### src/hw/rtl/tld_pkg.sv
package tld_pkg;

  localparam int SAMPLE_BITS    = 14;
  localparam int FRACTION_BITS  = 8;
  localparam int AVERAGE_WEIGHT = 10;
  localparam int COUNT_BITS     = 32;

  // Register fields and the elapsed tick field have fixed widths.
  localparam int REG_BITS   = 14;
  localparam int TICKS_BITS = 32;
  localparam int LEVEL_BITS = 8;

  localparam int MEAN_BITS = SAMPLE_BITS + FRACTION_BITS;

  // Divide by the averaging weight through its rounded-up reciprocal. The
  // scale leaves the error below one part in the numerator range, so the
  // truncated product is the exact quotient.
  localparam int NUM_BITS        = MEAN_BITS + $clog2(AVERAGE_WEIGHT) + 1;
  localparam int RECIP_SHIFT     = NUM_BITS + $clog2(AVERAGE_WEIGHT);
  localparam int RECIP_BITS      = NUM_BITS + 2;
  localparam int RECIP_PROD_BITS = NUM_BITS + RECIP_BITS;
  localparam logic [RECIP_BITS-1:0] RECIP_MULT =
    RECIP_BITS'(((64'd1 << RECIP_SHIFT) + 64'(AVERAGE_WEIGHT) - 64'd1) / 64'(AVERAGE_WEIGHT));

  // Intensity map divider.
  localparam int MAP_BITS      = (SAMPLE_BITS > REG_BITS) ? SAMPLE_BITS : REG_BITS;
  localparam int MAP_NUM_BITS  = MAP_BITS + LEVEL_BITS;
  localparam int MAP_CNT_BITS  = $clog2(MAP_NUM_BITS);
  localparam int FULL_LEVEL    = 255;

  // Level test.
  localparam int LVL_BITS      = (MEAN_BITS > REG_BITS + FRACTION_BITS) ?
                                 MEAN_BITS : REG_BITS + FRACTION_BITS;
  localparam int LEVEL_SCALE   = 200;
  localparam int LVL_PROD_BITS = LVL_BITS + 8;

  // Configuration port.
  localparam int NUM_REGS      = 7;
  localparam int CFG_ADDR_BITS = $clog2(NUM_REGS * 4);
  localparam int CFG_DATA_BITS = 32;

  localparam logic [REG_BITS-1:0] REST_XY_RESET = REG_BITS'(8250);
  localparam logic [REG_BITS-1:0] REST_Z_RESET  = REG_BITS'(11563);
  localparam logic [REG_BITS-1:0] LOW_RESET     = REG_BITS'(5000);
  localparam logic [REG_BITS-1:0] HIGH_RESET    = REG_BITS'(12000);

  typedef enum logic [1:0] {
    KIND_START  = 2'd0,
    KIND_SAMPLE = 2'd1,
    KIND_TICK   = 2'd2
  } kind_e;

  typedef enum logic [2:0] {
    REG_REST_X = 3'd0,
    REG_REST_Y = 3'd1,
    REG_REST_Z = 3'd2,
    REG_LOW_X  = 3'd3,
    REG_HIGH_X = 3'd4,
    REG_LOW_Y  = 3'd5,
    REG_HIGH_Y = 3'd6
  } reg_idx_e;

  typedef enum logic [1:0] {
    ST_IDLE,
    ST_SMOOTH,
    ST_MAP,
    ST_DONE
  } state_e;

  typedef struct packed {
    logic [REG_BITS-1:0] rest;
    logic [REG_BITS-1:0] low;
    logic [REG_BITS-1:0] high;
  } axis_cfg_t;

endpackage

### src/hw/rtl/tld_map.sv
module tld_map import tld_pkg::*; (
  input  logic                  clk_i,
  input  logic                  rst_ni,
  input  logic                  start_i,
  input  logic [MEAN_BITS-1:0]  mean_i,
  input  axis_cfg_t             cfg_i,
  output logic [LEVEL_BITS-1:0] level_o,
  output logic                  done_o
);

  logic [MAP_BITS-1:0]     v, rest, low, high;
  logic                    in_low, in_high, at_rest;
  logic                    busy_q, done_q;
  logic [MAP_CNT_BITS-1:0] cnt_q;
  logic [MAP_NUM_BITS-1:0] num_q, num_d;
  logic [MAP_BITS-1:0]     den_q, rem_q, rem_d;
  logic [MAP_BITS:0]       trial;
  logic                    fits, last;
  logic                    divide_q, invert_q, zero_q;
  logic [LEVEL_BITS-1:0]   quot;
  logic [LEVEL_BITS-1:0]   level_q, level_d;

  assign v       = MAP_BITS'(mean_i[MEAN_BITS-1:FRACTION_BITS]);
  assign rest    = MAP_BITS'(cfg_i.rest);
  assign low     = MAP_BITS'(cfg_i.low);
  assign high    = MAP_BITS'(cfg_i.high);
  assign in_low  = (v < rest) && (v > low);
  assign in_high = (v < high) && (v > rest);
  assign at_rest = v == rest;

  assign trial = {rem_q, num_q[MAP_NUM_BITS-1]};
  assign fits  = trial >= {1'b0, den_q};
  assign rem_d = fits ? MAP_BITS'(trial - {1'b0, den_q}) : trial[MAP_BITS-1:0];
  assign num_d = {num_q[MAP_NUM_BITS-2:0], fits};
  assign last  = cnt_q == MAP_CNT_BITS'(MAP_NUM_BITS - 1);
  // Inside an interval the quotient stays below full scale.
  assign quot  = num_d[LEVEL_BITS-1:0];

  always_comb begin
    if (divide_q) begin
      level_d = invert_q ? LEVEL_BITS'(FULL_LEVEL) - quot : quot;
    end else if (zero_q) begin
      level_d = '0;
    end else begin
      level_d = LEVEL_BITS'(FULL_LEVEL);
    end
  end

  always_ff @(posedge clk_i or negedge rst_ni) begin
    if (!rst_ni) begin
      busy_q <= 1'b0;
      done_q <= 1'b0;
      cnt_q  <= '0;
    end else begin
      done_q <= 1'b0;
      if (start_i) begin
        busy_q <= 1'b1;
        cnt_q  <= '0;
      end else if (busy_q) begin
        cnt_q <= cnt_q + MAP_CNT_BITS'(1);
        if (last) begin
          busy_q <= 1'b0;
          done_q <= 1'b1;
        end
      end
    end
  end

  always_ff @(posedge clk_i) begin
    if (start_i) begin
      num_q    <= in_low ? MAP_NUM_BITS'(v - low) * MAP_NUM_BITS'(FULL_LEVEL)
                         : MAP_NUM_BITS'(v - rest) * MAP_NUM_BITS'(FULL_LEVEL);
      den_q    <= in_low ? rest - low : high - rest;
      rem_q    <= '0;
      divide_q <= in_low || in_high;
      invert_q <= in_low;
      zero_q   <= at_rest;
    end else if (busy_q) begin
      num_q <= num_d;
      rem_q <= rem_d;
      if (last) begin
        level_q <= level_d;
      end
    end
  end

  assign level_o = level_q;
  assign done_o  = done_q;

endmodule

### config.mk
export PLATFORM = sky130hd
export DESIGN_NAME = tld_map
export DESIGN_NICKNAME = d
export VERILOG_FILES = /design/src/hw/rtl/tld_pkg.sv /design/src/hw/rtl/tld_map.sv
export SDC_FILE = /design/constraint.sdc
export NUM_CORES = 1
export LEC_CHECK = 0
export ABC_AREA = 1
export BUFFER_PORTS_ARGS = -buffer_cell sky130_fd_sc_hd__buf_2
export CAP_MARGIN = 10
export CORE_ASPECT_RATIO = 1.4
export CORE_UTILIZATION = 44
export DETAILED_ROUTE_END_ITERATION = 8
export GPL_ROUTABILITY_DRIVEN = 0
export PLACE_DENSITY = 0.59
export SLEW_MARGIN = 40
export SYNTH_ARGS = -nofsm -noshare
export SYNTH_HDL_FRONTEND = slang
export SYNTH_SLANG_ARGS = --single-unit
### constraint.sdc
create_clock -name clk_i -period 2.02 [get_ports clk_i]
set_input_delay 0.404 -clock clk_i [delete_from_list [all_inputs] [get_ports clk_i]]
set_output_delay 0.404 -clock clk_i [all_outputs]
set_load 0.05 [all_outputs]
==> PnR_summary.wiki <==
{| class="wikitable"
! Metric !! Value
|-
| Result of the run || finished, violations left
|-
| Failing checks || setup timing
|-
| Required time worst endpoint || 2110 ps
|-
| DIE HEIGHT || roughly 200 um
|-
| Setup CP Type || in2reg
|-
| Core region area || 28700 um^2
|-
| Number of instances in the synthesized netlist || between 1500 and 2000
|-
| Slowest cell on crit path || sky130_fd_sc_hd__fa_1
|-
| Main flop type after synthesis || sky130_fd_sc_hd__edfxtp_1
|-
| Type of element capturing the critical path || register
|-
| Share of the synthesized area in the top cell type || 0.193
|-
| Most common cell in the netlist || sky130_fd_sc_hd__inv_1
|-
| Top cells by area, synth || sky130_fd_sc_hd__fa_1 19%, sky130_fd_sc_hd__ha_1 15%, sky130_fd_sc_hd__inv_1 13%
|-
| Area growth, synth to finish || 57.7%
|-
| Syn_nets || 2094
|-
| Die extent in x || around 150 um
|-
| Wire length reported by the detailed router || between 40000 and 50000 um
|-
| Max Fclk || between 0.15 and 0.2 GHz
|-
| NumNets Final || ~2600
|-
| Wire length per cell after detailed routing || between 15 and 20 um
|-
| 1st-iter DRT viols || about 430
|-
| Post-synthesis sequential element count || a little under 70
|-
| Setup Skew || ~9.4 ps
|-
| Crit path setup slack, layout || -3250 ps
|-
| Kind of cell adding the most delay to the critical path || adder cells
|-
| Number of failing setup endpoints in the final timing report || 53
|-
| Total global routing overflow || 0
|-
| Number of max-slew violations in the final report || 0
|-
| Combined area of all synthesized cells || ~13000 um^2
|-
| Htree depth || 3
|-
| Cell chosen for the clock root || sky130_fd_sc_hd__clkbuf_16
|-
| Unique cell type count in the Yosys netlist || between 50 and 60
|-
| Number of rows created at floorplan || 73
|-
| Number of design rule violations left after detail routing || 0
|-
| Tightest Pin Transition || ~440 ps
|-
| Asr flop ratio synth || 0.103
|-
| Period utilization || 2.61
|-
| Final hold violations || 0
|-
| Total via count after detailed routing || 13300
|-
| Number of warnings issued by yosys || 0
|-
| Clock tree from TritonCTS || built
|-
| Initial Utilization || 0.451
|-
| Average size of a mapped cell || approximately 7.4 um^2
|-
| Clock-pin slew on the worst setup and hold paths || around 60 ps
|-
| Number of global-route vias before repair || roughly 14000
|-
| Number of clock sinks || roughly 70
|-
| Final min period || approximately 5300 ps
|-
| Maximum buffer depth of the clock tree || 2
|-
| Critical Path Max Stage Delay || 490 ps
|-
| Dpl ws || -3930 ps
|-
| First-pass GRT wire length || ~65000 um
|-
| Placed wire-length estimate after detailed placement || between 30000 and 40000 um
|-
| Global-route usage over all layers || 0.271
|-
| Post-synthesis sequential area ratio || 0.144
|-
| Commonest cells in the netlist || 435 x sky130_fd_sc_hd__inv_1, 351 x sky130_fd_sc_hd__nand2_1, 155 x sky130_fd_sc_hd__ha_1
|-
| Count of maximum capacitance violations || 0
|-
| Count of antenna diodes in the layout || 0
|-
| EDFF count, synth || between 40 and 50
|-
| Filler instances || around 2300
|-
| Hold crit path type || in2async
|-
| Biggest area consumer among synthesized cells || sky130_fd_sc_hd__fa_1
|-
| Critical path buffer and inverter count || 7
|-
| Vias per cell || between 4 and 5
|-
| Startpoint class of the critical path || primary input
|-
| I/O pin total || 76
|-
| 1st-pass router iterations || 4
|-
| Layout cell share with drive strength beyond 1 || 0.457
|-
| Critical path peak fanout || 4
|-
| Arrival @ worst endpoint || 5360 ps
|-
| Die Area || 30100 um^2
|-
| Antenna violations before repair || 0
|-
| TritonCTS Buffers || 9
|-
| Later-pin clock latency in the skew report || roughly 340 ps
|-
| Pin count of the biggest net entering global routing || 48
|-
| Number of buffer cells added on primary ports || 67
|-
| Cell repeated most along the worst path || sky130_fd_sc_hd__inv_2
|-
| Slew HR || 0.707
|-
| Antenna-violating nets left || 0
|-
| Unrepaired setup endpoints after global routing || yes
|}
## routing by layer
metal | part of all wire | up-vias | track usage | wire length (um)
met3 | 0.021 | 78 | 0.0165 | 869
met1 | 0.39 | 6364 | 0.298 | 16100
met2 | 0.54 | 241 | 0.531 | 21900
li1 | - | 6593 | - | -
met5 | 0 | - | 0 | 0
met4 | 0.046 | 0 | 0.119 | 1880
## metrics by stage
stage	hold WS, ps	cell area, um^2	util	cells	TNS [ps]
global placement	243	18000	0.629	2596	-84550
global route	450	20400	0.712	2668	-71530
CTS	437	19300	0.675	2639	-63240
detailed placement	241	18000	0.629	2596	-86120
floorplan	108	14100	-	1747	-57440
finish	433	20400	0.712	2668	-65540
## cell families (layout without fill, tap and decap cells)
logic type      Yosys count  in the layout  share of synthesized area
simple gates            565            565                      0.187
buf+inv                 464           1010                      0.139
compound gates          288            288                      0.129
fa+ha+maj               280            280                      0.343
xor+xnor                 80             80                     0.0559
flops                    68             68                      0.144
mux                       2              2                    0.00155
## sequential cells by signal, indices dropped and copies added, names as in the netlist
signal / cells
num_q: 22
busy_q: 1
invert_q: 1
zero_q: 1
cnt_q: 5
divide_q: 1
rem_q: 14
den_q: 14
level_o: 8
done_o: 1
## area by class of cell
| type | instances | area, um^2 | area share |
|---|---|---|---|
| Sequential cell | 68 | 1870 | 0.0915 |
| Timing Repair Buffer | 551 | 4390 | 0.215 |
| Clock buffer | 9 | 225 | 0.0110 |
| Multi-Input combinational cell | 1215 | 11700 | 0.574 |
| Inverter | 443 | 1710 | 0.0835 |
| Clock inverter | 7 | 51.3 | 0.00251 |
| Tap cell | 375 | 469 | 0.0230 |
## placed cells by master, fill, tap and decap left out, drive strengths merged, types with 19 or more instances in the layout
cell type / Yosys / routed
ha: 155 / 155
fa: 125 / 125
nor2: 70 / 70
nand4: 19 / 19
nand3: 74 / 74
a21oi: 122 / 122
xnor2: 29 / 29
xor2: 51 / 51
buf: 11 / 547
nand2: 370 / 370
inv: 443 / 444
edfxtp: 47 / 47
o21ai: 104 / 104
## what timing repair did
item	in CTS	in global routing
gates resized for setup	193	211
buffers inserted	29	28
pin swaps	139	157
hold endpoints to repair	7	0
gates cloned	0	3
endpoints found under the setup margin	53	53
hold buffers	1	0
## final timing paths
kind                            cells past startpoint  slack [ps]  startpoint        end
worst max-delay path                               30       -3250  mean_i[14]  num_q[20]
worst min-delay path                                2         430      rst_ni   cnt_q[4]
worst max register to register                      9        -270   den_q[10]   rem_q[0]
worst min register to register                      2         500   rem_q[12]  rem_q[12]
max in group asynchronous                           2        1440      rst_ni   cnt_q[0]
min in group clk_i                                  1         470     start_i     zero_q
Power is left out: the tool's default activity adds up to more than one toggle a clock period on the data nets, which glitch-free logic cannot reach.
